--- config.mk ---
export PLATFORM = sky130hd
export DESIGN_NAME = dual_pid_pwm_duty_regulator_top
export DESIGN_NICKNAME = d
export VERILOG_FILES = /design/src/rtl/core/dppdr_pkg.sv /design/src/rtl/core/dual_pid_pwm_duty_regulator_top.sv
export SDC_FILE = /design/constraint.sdc
export NUM_CORES = 1
export LEC_CHECK = 0
export BUFFER_PORTS_ARGS = -buffer_cell sky130_fd_sc_hd__clkbuf_2
export CAP_MARGIN = 10
export CORE_MARGIN = 3
export CORE_UTILIZATION = 50
export DETAILED_ROUTE_END_ITERATION = 16
export GPL_ROUTABILITY_DRIVEN = 0
export GPL_TIMING_DRIVEN = 0
export PLACE_DENSITY = 0.69
export SLEW_MARGIN = 20
export SYNTH_ARGS = -nofsm -noshare
export SYNTH_HDL_FRONTEND = slang
export SYNTH_SLANG_ARGS = --single-unit
export TNS_END_PERCENT = 30
--- constraint.sdc ---
create_clock -name clk_i -period 9.8 [get_ports clk_i]
set_input_delay 0.49 -clock clk_i [delete_from_list [all_inputs] [get_ports clk_i]]
set_output_delay 0.49 -clock clk_i [all_outputs]
set_load 0.03 [all_outputs]
--- src/rtl/core/dppdr_pkg.sv ---
// ----------------------------------------------------------------------------
// dppdr_pkg
// Shared constants and widths for the dual PID duty regulator.
// ----------------------------------------------------------------------------
package dppdr_pkg;

  localparam int HISTORY_DEPTH = 4;

  localparam int IN_W    = 10;
  localparam int GAIN_W  = 10;
  localparam int DUTY_W  = 16;
  localparam int ERR_W   = IN_W + 1;
  localparam int SUM_W   = ERR_W + $clog2(HISTORY_DEPTH);
  localparam int PROD_W  = SUM_W + GAIN_W;
  localparam int ACC_W   = PROD_W + 3;
  localparam int CNT_W   = $clog2(PROD_W);

  localparam int S_TDATA_W = 4 * IN_W;
  localparam int M_TDATA_W = ((2 * (DUTY_W + 1) + 7) / 8) * 8;
  localparam int CFG_IDX_W = 3;
  localparam int CFG_DAT_W = DUTY_W;

  localparam logic [CFG_IDX_W-1:0] REG_PROP_GAIN    = 3'd0;
  localparam logic [CFG_IDX_W-1:0] REG_INTEG_GAIN   = 3'd1;
  localparam logic [CFG_IDX_W-1:0] REG_DERIV_GAIN   = 3'd2;
  localparam logic [CFG_IDX_W-1:0] REG_GAIN_DIVISOR = 3'd3;
  localparam logic [CFG_IDX_W-1:0] REG_PWM_TOP      = 3'd4;

  localparam logic [GAIN_W-1:0] PROP_GAIN_RST    = 10'd10;
  localparam logic [GAIN_W-1:0] INTEG_GAIN_RST   = 10'd1;
  localparam logic [GAIN_W-1:0] DERIV_GAIN_RST   = 10'd2;
  localparam logic [GAIN_W-1:0] GAIN_DIVISOR_RST = 10'd100;
  localparam logic [DUTY_W-1:0] PWM_TOP_RST      = 16'd9999;

endpackage

--- src/rtl/core/dual_pid_pwm_duty_regulator_top.sv ---
// ----------------------------------------------------------------------------
// dual_pid_pwm_duty_regulator_top
// Two-channel incremental PID duty regulator with windowed integral term.
// ----------------------------------------------------------------------------
// Usage:
//   s_axis carries one word per control update: target and measured current
//   for channels A and B. m_axis returns one word per update with both new
//   duties and drive enables. Write gains, divisor and pwm_top over the cfg
//   port only while the block is idle; the block itself does not enforce this.
//   Both channels share one multiplier and one restoring divider (one
//   quotient bit per cycle, PROD_W bits, with PROD_W = 23 for history depth
//   4). An inactive channel only passes through LOAD; an active one runs
//   LOAD, then MUL, DIV and ACC for each of the P, I and D terms, then CLAMP.
//   s_axis_tready returns when the update leaves DONE for IDLE, so no new
//   word is accepted before the current update is through.
//   Both channels run back to back through the divider, so the divider loop
//   sets the rate.
//   The result sits in an output register; a new word is accepted while it
//   waits, and a stalled receiver holds the sequencer only at the end of the
//   next update. Reset clears histories and duties and loads default gains.
// ----------------------------------------------------------------------------
module dual_pid_pwm_duty_regulator_top (
  input  logic                             clk_i,
  input  logic                             rst_ni,
  input  logic                             s_axis_tvalid,
  output logic                             s_axis_tready,
  // target_a, measured_a, target_b, measured_b
  input  logic [dppdr_pkg::S_TDATA_W-1:0]  s_axis_tdata,
  output logic                             m_axis_tvalid,
  input  logic                             m_axis_tready,
  // duty_a, drive_a_on, duty_b, drive_b_on, zero fill
  output logic [dppdr_pkg::M_TDATA_W-1:0]  m_axis_tdata,
  input  logic                             cfg_we_i,
  input  logic [dppdr_pkg::CFG_IDX_W-1:0]  cfg_idx_i,
  input  logic [dppdr_pkg::CFG_DAT_W-1:0]  cfg_wdata_i
);
  import dppdr_pkg::*;

  localparam logic [2:0] ST_IDLE  = 3'd0;
  localparam logic [2:0] ST_LOAD  = 3'd1;
  localparam logic [2:0] ST_MUL   = 3'd2;
  localparam logic [2:0] ST_DIV   = 3'd3;
  localparam logic [2:0] ST_ACC   = 3'd4;
  localparam logic [2:0] ST_CLAMP = 3'd5;
  localparam logic [2:0] ST_DONE  = 3'd6;

  localparam logic [1:0] TERM_P = 2'd0;
  localparam logic [1:0] TERM_I = 2'd1;
  localparam logic [1:0] TERM_D = 2'd2;

  logic [2:0] state_q, state_d;
  logic       ch_q, ch_d;
  logic [1:0] term_q, term_d;

  logic [GAIN_W-1:0] kp_q, kp_d, ki_q, ki_d, kd_q, kd_d, div_q, div_d;
  logic [DUTY_W-1:0] top_q, top_d;

  logic [S_TDATA_W-1:0] in_q, in_d;

  logic signed [ERR_W-1:0] err_q [2][HISTORY_DEPTH];
  logic signed [ERR_W-1:0] err_d [2][HISTORY_DEPTH];
  logic signed [SUM_W-1:0] wsum_q [2];
  logic signed [SUM_W-1:0] wsum_d [2];
  logic [DUTY_W-1:0]       duty_q [2];
  logic [DUTY_W-1:0]       duty_d [2];

  logic signed [ACC_W-1:0] acc_q, acc_d;
  logic [PROD_W-1:0]       mag_q, mag_d;
  logic                    neg_q, neg_d;
  logic [GAIN_W-1:0]       rem_q, rem_d;
  logic [CNT_W-1:0]        cnt_q, cnt_d;

  logic                    out_vld_q, out_vld_d;
  logic [M_TDATA_W-1:0]    out_q, out_d;

  // datapath helpers
  logic [IN_W-1:0]           tgt, meas;
  logic signed [ERR_W-1:0]   err_new;
  logic [GAIN_W-1:0]         den, gain;
  logic signed [SUM_W-1:0]   op;
  logic signed [SUM_W+GAIN_W:0] mul_full;
  logic signed [PROD_W-1:0]  prod;
  logic [GAIN_W:0]           trial;
  logic                      qbit;
  logic signed [ACC_W-1:0]   quot;
  logic signed [ACC_W-1:0]   top_ext;
  logic                      out_free;

  assign tgt  = ch_q ? in_q[3*IN_W-1:2*IN_W] : in_q[IN_W-1:0];
  assign meas = ch_q ? in_q[4*IN_W-1:3*IN_W] : in_q[2*IN_W-1:IN_W];
  assign err_new = $signed({1'b0, tgt}) - $signed({1'b0, meas});
  assign den = (div_q == '0) ? GAIN_W'(1) : div_q;

  always_comb begin
    unique case (term_q)
      TERM_P: begin
        gain = kp_q;
        op   = SUM_W'(err_q[ch_q][0]);
      end
      TERM_I: begin
        gain = ki_q;
        op   = wsum_q[ch_q];
      end
      default: begin
        gain = kd_q;
        op   = SUM_W'(err_q[ch_q][0]) - SUM_W'(err_q[ch_q][1]);
      end
    endcase
  end

  assign mul_full = $signed({1'b0, gain}) * op;
  assign prod     = mul_full[PROD_W-1:0];
  assign trial    = {rem_q, mag_q[PROD_W-1]};
  assign qbit     = (trial >= {1'b0, den});
  assign quot     = neg_q ? -$signed({3'b000, mag_q}) : $signed({3'b000, mag_q});
  assign top_ext  = $signed({{(ACC_W-DUTY_W){1'b0}}, top_q});
  assign out_free = !out_vld_q || m_axis_tready;

  assign s_axis_tready = (state_q == ST_IDLE);
  assign m_axis_tvalid = out_vld_q;
  assign m_axis_tdata  = out_q;

  always_comb begin
    state_d   = state_q;
    ch_d      = ch_q;
    term_d    = term_q;
    kp_d      = kp_q;
    ki_d      = ki_q;
    kd_d      = kd_q;
    div_d     = div_q;
    top_d     = top_q;
    in_d      = in_q;
    err_d     = err_q;
    wsum_d    = wsum_q;
    duty_d    = duty_q;
    acc_d     = acc_q;
    mag_d     = mag_q;
    neg_d     = neg_q;
    rem_d     = rem_q;
    cnt_d     = cnt_q;
    out_vld_d = out_vld_q;
    out_d     = out_q;

    if (out_vld_q && m_axis_tready) begin
      out_vld_d = 1'b0;
    end

    if (cfg_we_i) begin
      unique case (cfg_idx_i)
        REG_PROP_GAIN:    kp_d  = cfg_wdata_i[GAIN_W-1:0];
        REG_INTEG_GAIN:   ki_d  = cfg_wdata_i[GAIN_W-1:0];
        REG_DERIV_GAIN:   kd_d  = cfg_wdata_i[GAIN_W-1:0];
        REG_GAIN_DIVISOR: div_d = cfg_wdata_i[GAIN_W-1:0];
        REG_PWM_TOP:      top_d = cfg_wdata_i;
        default: ;
      endcase
    end

    unique case (state_q)
      ST_IDLE: begin
        if (s_axis_tvalid) begin
          in_d    = s_axis_tdata;
          ch_d    = 1'b0;
          state_d = ST_LOAD;
        end
      end
      ST_LOAD: begin
        if (tgt == '0) begin
          duty_d[ch_q] = '0;
          if (ch_q) begin
            state_d = ST_DONE;
          end else begin
            ch_d = 1'b1;
          end
        end else begin
          for (int i = HISTORY_DEPTH - 1; i > 0; i--) begin
            err_d[ch_q][i] = err_q[ch_q][i-1];
          end
          err_d[ch_q][0] = err_new;
          wsum_d[ch_q]   = wsum_q[ch_q] + SUM_W'(err_new)
                           - SUM_W'(err_q[ch_q][HISTORY_DEPTH-1]);
          acc_d   = $signed({{(ACC_W-DUTY_W){1'b0}}, duty_q[ch_q]});
          term_d  = TERM_P;
          state_d = ST_MUL;
        end
      end
      ST_MUL: begin
        neg_d   = prod[PROD_W-1];
        mag_d   = prod[PROD_W-1] ? PROD_W'(-prod) : PROD_W'(prod);
        rem_d   = '0;
        cnt_d   = CNT_W'(PROD_W - 1);
        state_d = ST_DIV;
      end
      ST_DIV: begin
        rem_d = qbit ? GAIN_W'(trial - {1'b0, den}) : trial[GAIN_W-1:0];
        mag_d = {mag_q[PROD_W-2:0], qbit};
        if (cnt_q == '0) begin
          state_d = ST_ACC;
        end else begin
          cnt_d = cnt_q - CNT_W'(1);
        end
      end
      ST_ACC: begin
        acc_d = acc_q + quot;
        if (term_q == TERM_D) begin
          state_d = ST_CLAMP;
        end else begin
          term_d  = term_q + 2'd1;
          state_d = ST_MUL;
        end
      end
      ST_CLAMP: begin
        priority if (acc_q < 0) begin
          duty_d[ch_q] = '0;
        end else if (acc_q > top_ext) begin
          duty_d[ch_q] = top_q;
        end else begin
          duty_d[ch_q] = acc_q[DUTY_W-1:0];
        end
        if (ch_q) begin
          state_d = ST_DONE;
        end else begin
          ch_d    = 1'b1;
          state_d = ST_LOAD;
        end
      end
      ST_DONE: begin
        if (out_free) begin
          out_d = M_TDATA_W'({duty_q[1] != '0, duty_q[1], duty_q[0] != '0, duty_q[0]});
          out_vld_d = 1'b1;
          state_d   = ST_IDLE;
        end
      end
      default: begin
        state_d = ST_IDLE;
      end
    endcase
  end

  always_ff @(posedge clk_i or negedge rst_ni) begin
    if (!rst_ni) begin
      state_q   <= ST_IDLE;
      ch_q      <= 1'b0;
      term_q    <= TERM_P;
      kp_q      <= PROP_GAIN_RST;
      ki_q      <= INTEG_GAIN_RST;
      kd_q      <= DERIV_GAIN_RST;
      div_q     <= GAIN_DIVISOR_RST;
      top_q     <= PWM_TOP_RST;
      out_vld_q <= 1'b0;
      for (int c = 0; c < 2; c++) begin
        wsum_q[c] <= '0;
        duty_q[c] <= '0;
        for (int i = 0; i < HISTORY_DEPTH; i++) begin
          err_q[c][i] <= '0;
        end
      end
    end else begin
      state_q   <= state_d;
      ch_q      <= ch_d;
      term_q    <= term_d;
      kp_q      <= kp_d;
      ki_q      <= ki_d;
      kd_q      <= kd_d;
      div_q     <= div_d;
      top_q     <= top_d;
      out_vld_q <= out_vld_d;
      wsum_q    <= wsum_d;
      duty_q    <= duty_d;
      err_q     <= err_d;
    end
  end

  always_ff @(posedge clk_i) begin
    in_q  <= in_d;
    acc_q <= acc_d;
    mag_q <= mag_d;
    neg_q <= neg_d;
    rem_q <= rem_d;
    cnt_q <= cnt_d;
    out_q <= out_d;
  end

`ifndef NO_ASSERTIONS
  a_accept_starts_a: assert property (@(posedge clk_i) disable iff (!rst_ni)
    s_axis_tvalid && s_axis_tready |=> state_q == ST_LOAD && !ch_q)
    else $error("accepted word did not start channel A");

  a_rem_below_den: assert property (@(posedge clk_i) disable iff (!rst_ni)
    state_q == ST_DIV |-> rem_q < den)
    else $error("divider remainder out of range");

  a_duty_in_range: assert property (@(posedge clk_i) disable iff (!rst_ni)
    m_axis_tvalid |-> m_axis_tdata[DUTY_W-1:0] <= top_q
                      && m_axis_tdata[2*DUTY_W:DUTY_W+1] <= top_q)
    else $error("output duty above pwm_top");

  a_drive_matches: assert property (@(posedge clk_i) disable iff (!rst_ni)
    m_axis_tvalid |-> m_axis_tdata[DUTY_W] == (m_axis_tdata[DUTY_W-1:0] != '0)
                      && m_axis_tdata[2*DUTY_W+1] ==
                         (m_axis_tdata[2*DUTY_W:DUTY_W+1] != '0))
    else $error("drive enable does not match duty");
`endif

endmodule
==> results.sh <==
export IMPL_rsz0062_at_grt="false"
export IMPL_cap_viol_max_count=0
export IMPL_worst_slew_pin_slew_ns=1.103
export IMPL_synth_fa_ha_area_share_pct=18.51
export IMPL_antenna_cells=0
export IMPL_cp_data_arrival_time_ns=9.73
export IMPL_p_leak_nw=12.88
export IMPL_avgRoutedWirePerCell_microns=19.42
export IMPL_start_util_pct=50.64
export IMPL_synth_top_area_share_pct=20.04
export IMPL_io_buffers=99
export IMPL_yosysMostFrequentCell="nand2_1"
export IMPL_final_area_sq_um=27140
export IMPL_critical_path_startpoint_type="flop"
export IMPL_num_fill_cells=4022
export IMPL_clk_latency_ns=0.58
export IMPL_synth_compound_area_share_pct=10.94
export IMPL_hpwl_microns=48130
export IMPL_grtUsageTotal_pct=24.86
export IMPL_cp_max_fo=19
export IMPL_synthCells=2384
export IMPL_grt_pass1_vias=18590
export IMPL_finalHoldViolations=0
export IMPL_rows=80
export IMPL_synthArstFlopShare_pct=60.06
export IMPL_path_class="flop to flop"
export IMPL_whs_path_depth=1
export IMPL_area_growth_syn_to_layout_pct=12.00
export IMPL_cts_sinks=348
export IMPL_finalWirelength_microns=61820
export IMPL_crit_start="ch_q$_DFFE_PN0P_"
export IMPL_period_needed_ns=9.439
export IMPL_grt_pass1_wl_microns=99500
export IMPL_drive_gt1_share_pct=15.14
export IMPL_cts_tree="yes"
export IMPL_coreArea_sq_um=47850
export IMPL_viasPerCell=5.700
export IMPL_drc=0
export IMPL_ys_flop_type="dfrtp_1"
export IMPL_antenna_found_initial=0
export IMPL_r2r_start="ch_q$_DFFE_PN0P_"
export IMPL_yosys_warnings=0
export IMPL_overflow=0
export IMPL_power_total_mw=4.059
export IMPL_vias=18150
export IMPL_status="completed"
export IMPL_yosysSeqAreaShare_pct=38.89
export IMPL_die_area_sq_um=51130
export IMPL_nets=2883
export IMPL_syn_area_per_cell_sq_um=10.16
export IMPL_synthSimpleGateAreaFrac_pct=12.91
export IMPL_hold_slack_ns=0.08702
export IMPL_synth_edf_count=139
export IMPL_cts_root_buf="clkbuf_16"
export IMPL_synth_mux_area_share_pct=9.321
export IMPL_finalClockSkew_ns=0.02381
export IMPL_r2r_slack_ns=0.36
export IMPL_drv_slew=0
export IMPL_htree_levels=2
export IMPL_grt_max_degree=90
export IMPL_synthXorXnorAreaFrac_pct=3.976
export IMPL_finalCritPeriodShare_pct=96.31
export IMPL_slew_headroom_pct=26.47
export IMPL_synth_commonest_cells="326 x nand2_1, 245 x inv_1, 194 x dfrtp_1"
export IMPL_ir_worst_vdd_mv=0.1054
export IMPL_drt_first_iter_violations=1432
export IMPL_path_depth=34
export IMPL_worstRegToRegCells=34
export IMPL_clock_path_buffers=3
export IMPL_ys_ff_latch=348
export IMPL_slowest_delay_ns=0.57
export IMPL_io_pins=106
export IMPL_synth_top_family_by_area="adder cells"
export IMPL_place_area_sq_um=25680
export IMPL_worstPathRequired_ns=10.09
export IMPL_clk_pin_slew_ns=0.06
export IMPL_syn_area_sq_um=24230
export IMPL_fmax_mhz=105.9
export IMPL_yosysTopAreaCell="dfrtp_1"
export IMPL_die_width_microns=226.1
export IMPL_ys_types=87
export IMPL_crit_end="mag_q[17]$_DFFE_PP_"
export IMPL_crit_buf_inv=7
export IMPL_antenna_left=0
export IMPL_critPathCaptureType="flop"
export IMPL_cts_buffers=38
export IMPL_p_per_area_nw_per_um2=149.6
export IMPL_cp_top_family="adder cells"
export IMPL_die_height_microns=226.1
export IMPL_slowest_stage="fa_1"
export IMPL_synthTopCellsByArea="dfrtp_1 20%, edfxtp_1 17%, fa_1 11%, ha_1 7.4%, mux2_2 6.0%"
export IMPL_drtPass1Iterations=5
export IMPL_setup_viol=0
export IMPL_r2r_end="mag_q[17]$_DFFE_PP_"
export IMPL_hp_class="input port to flop"
[layout by cell type (no fill, tap or decap), drive strengths merged, types with 7 or more instances in the layout]
cell type / n
a211oi: 7
a21boi: 13
a21o: 23
a21oi: 92
a221o: 9
a221oi: 10
a22oi: 7
a31oi: 7
and2: 15
and3: 12
buf: 43
clkbuf: 210
clkinv: 12
dfrtp: 194
dfstp: 15
edfxtp: 139
fa: 134
ha: 144
inv: 245
mux2: 133
mux2i: 76
nand2: 326
nand2b: 24
nand3: 18
nand4: 9
nor2: 173
nor2b: 16
nor3: 36
nor3b: 8
nor4: 22
o21a: 18
o21ai: 141
o21bai: 7
o31ai: 12
or2: 7
or3: 16
xnor2: 84
xor2: 23
[power breakdown]
group	total (mW)	internal [mW]	switching (mW)
Clock	1.41	0.814	0.600
Sequential	1.75	1.66	0.0945
Combinational	0.892	0.381	0.511
Total	4.06	2.85	1.21
[timing repair]
action / CTS / global route
buffers inserted: 4 / 1
pin swaps: 3 / 1
hold endpoints to repair: 35 / 0
resized for setup: 26 / 19
hold buffers: 1 / 0
setup endpoints to repair: 23 / 22
[worst min-delay path by stage]
stage                          start                      to  slack [ns]
2_1_floorplan                 rst_ni        ch_q$_DFFE_PN0P_        0.19
3_3_place_gp   err_q[59]$_DFFE_PN0P_   err_q[48]$_DFFE_PN0P_        0.45
3_5_place_dp                  rst_ni  duty_q[30]$_DFFE_PN0P_        0.45
4_1_cts             s_axis_tdata[34]      in_q[34]$_DFFE_PP_        0.07
5_1_grt             s_axis_tdata[34]      in_q[34]$_DFFE_PP_        0.06
6_report            s_axis_tdata[34]      in_q[34]$_DFFE_PP_        0.09
[registers in the layout, indices dropped and copies added, names as in the netlist, 2 cells and up]
| signal | flops |
|---|---|
| err_q | 88 |
| in_q | 40 |
| m_axis_tdata | 34 |
| duty_q | 32 |
| acc_q | 26 |
| wsum_q | 26 |
| mag_q | 23 |
| top_q | 16 |
| div_q | 10 |
| kd_q | 10 |
| ki_q | 10 |
| kp_q | 10 |
| rem_q | 10 |
| cnt_q | 5 |
| state_q | 3 |
| term_q | 2 |
[worst reg2reg max path: cells and delay by family (launching register included)]
family | cells | cell delay, ns
adders and majority gates | 7 | 3.23
AOI/OAI and AO/OA | 11 | 2.43
and+or+nand+nor | 7 | 1.41
buffers and inverters | 7 | 1.23
DFF | 1 | 0.32
muxes | 1 | 0.30
xor gates and xnor gates | 1 | 0.24
[cell families (layout without fill, tap and decap cells)]
group / Yosys count / in the layout
AO/OA/AOI/OAI: 410 / 410
AND/OR/NAND/NOR: 698 / 698
buffers and inverters: 333 / 513
XOR/XNOR: 107 / 107
other: 1 / 6
flip-flops: 348 / 348
adder cells (fa/ha/maj): 278 / 278
multiplexers: 209 / 209
[routing by layer]
metal	global-route usage (%)	vias up	routed length, microns
met1	33.11	9006	26610
li1	-	8505	-
met2	42.24	530	29810
met5	0	-	0
met4	7.517	0	1832
met3	3.809	107	3573
[metrics by stage]
step,util (%),setup TNS [ns],setup WS (ns),cells
after floorplan,-,0,0.1723,2389
after global placement,53.32,-38.29,-1.823,3103
after detailed placement,53.66,-44.69,-2.096,3110
after CTS,56.52,0,0.03539,3183
after global routing,56.72,0,0.003983,3184
final,56.72,0,0.3612,3184
[layout make-up]
class,count,area (sq um),area share (%)
buffer,87,430.4,1.586
clock buffer,54,1061,3.910
clock inverter,14,163.9,0.6040
inverter,245,919.6,3.389
multi-input combinational,1708,13680,50.43
sequential,348,9423,34.72
tap,615,769.5,2.836
timing repair buffer,113,684.4,2.522
No activity file was read; power rests on OpenSTA's default activity.
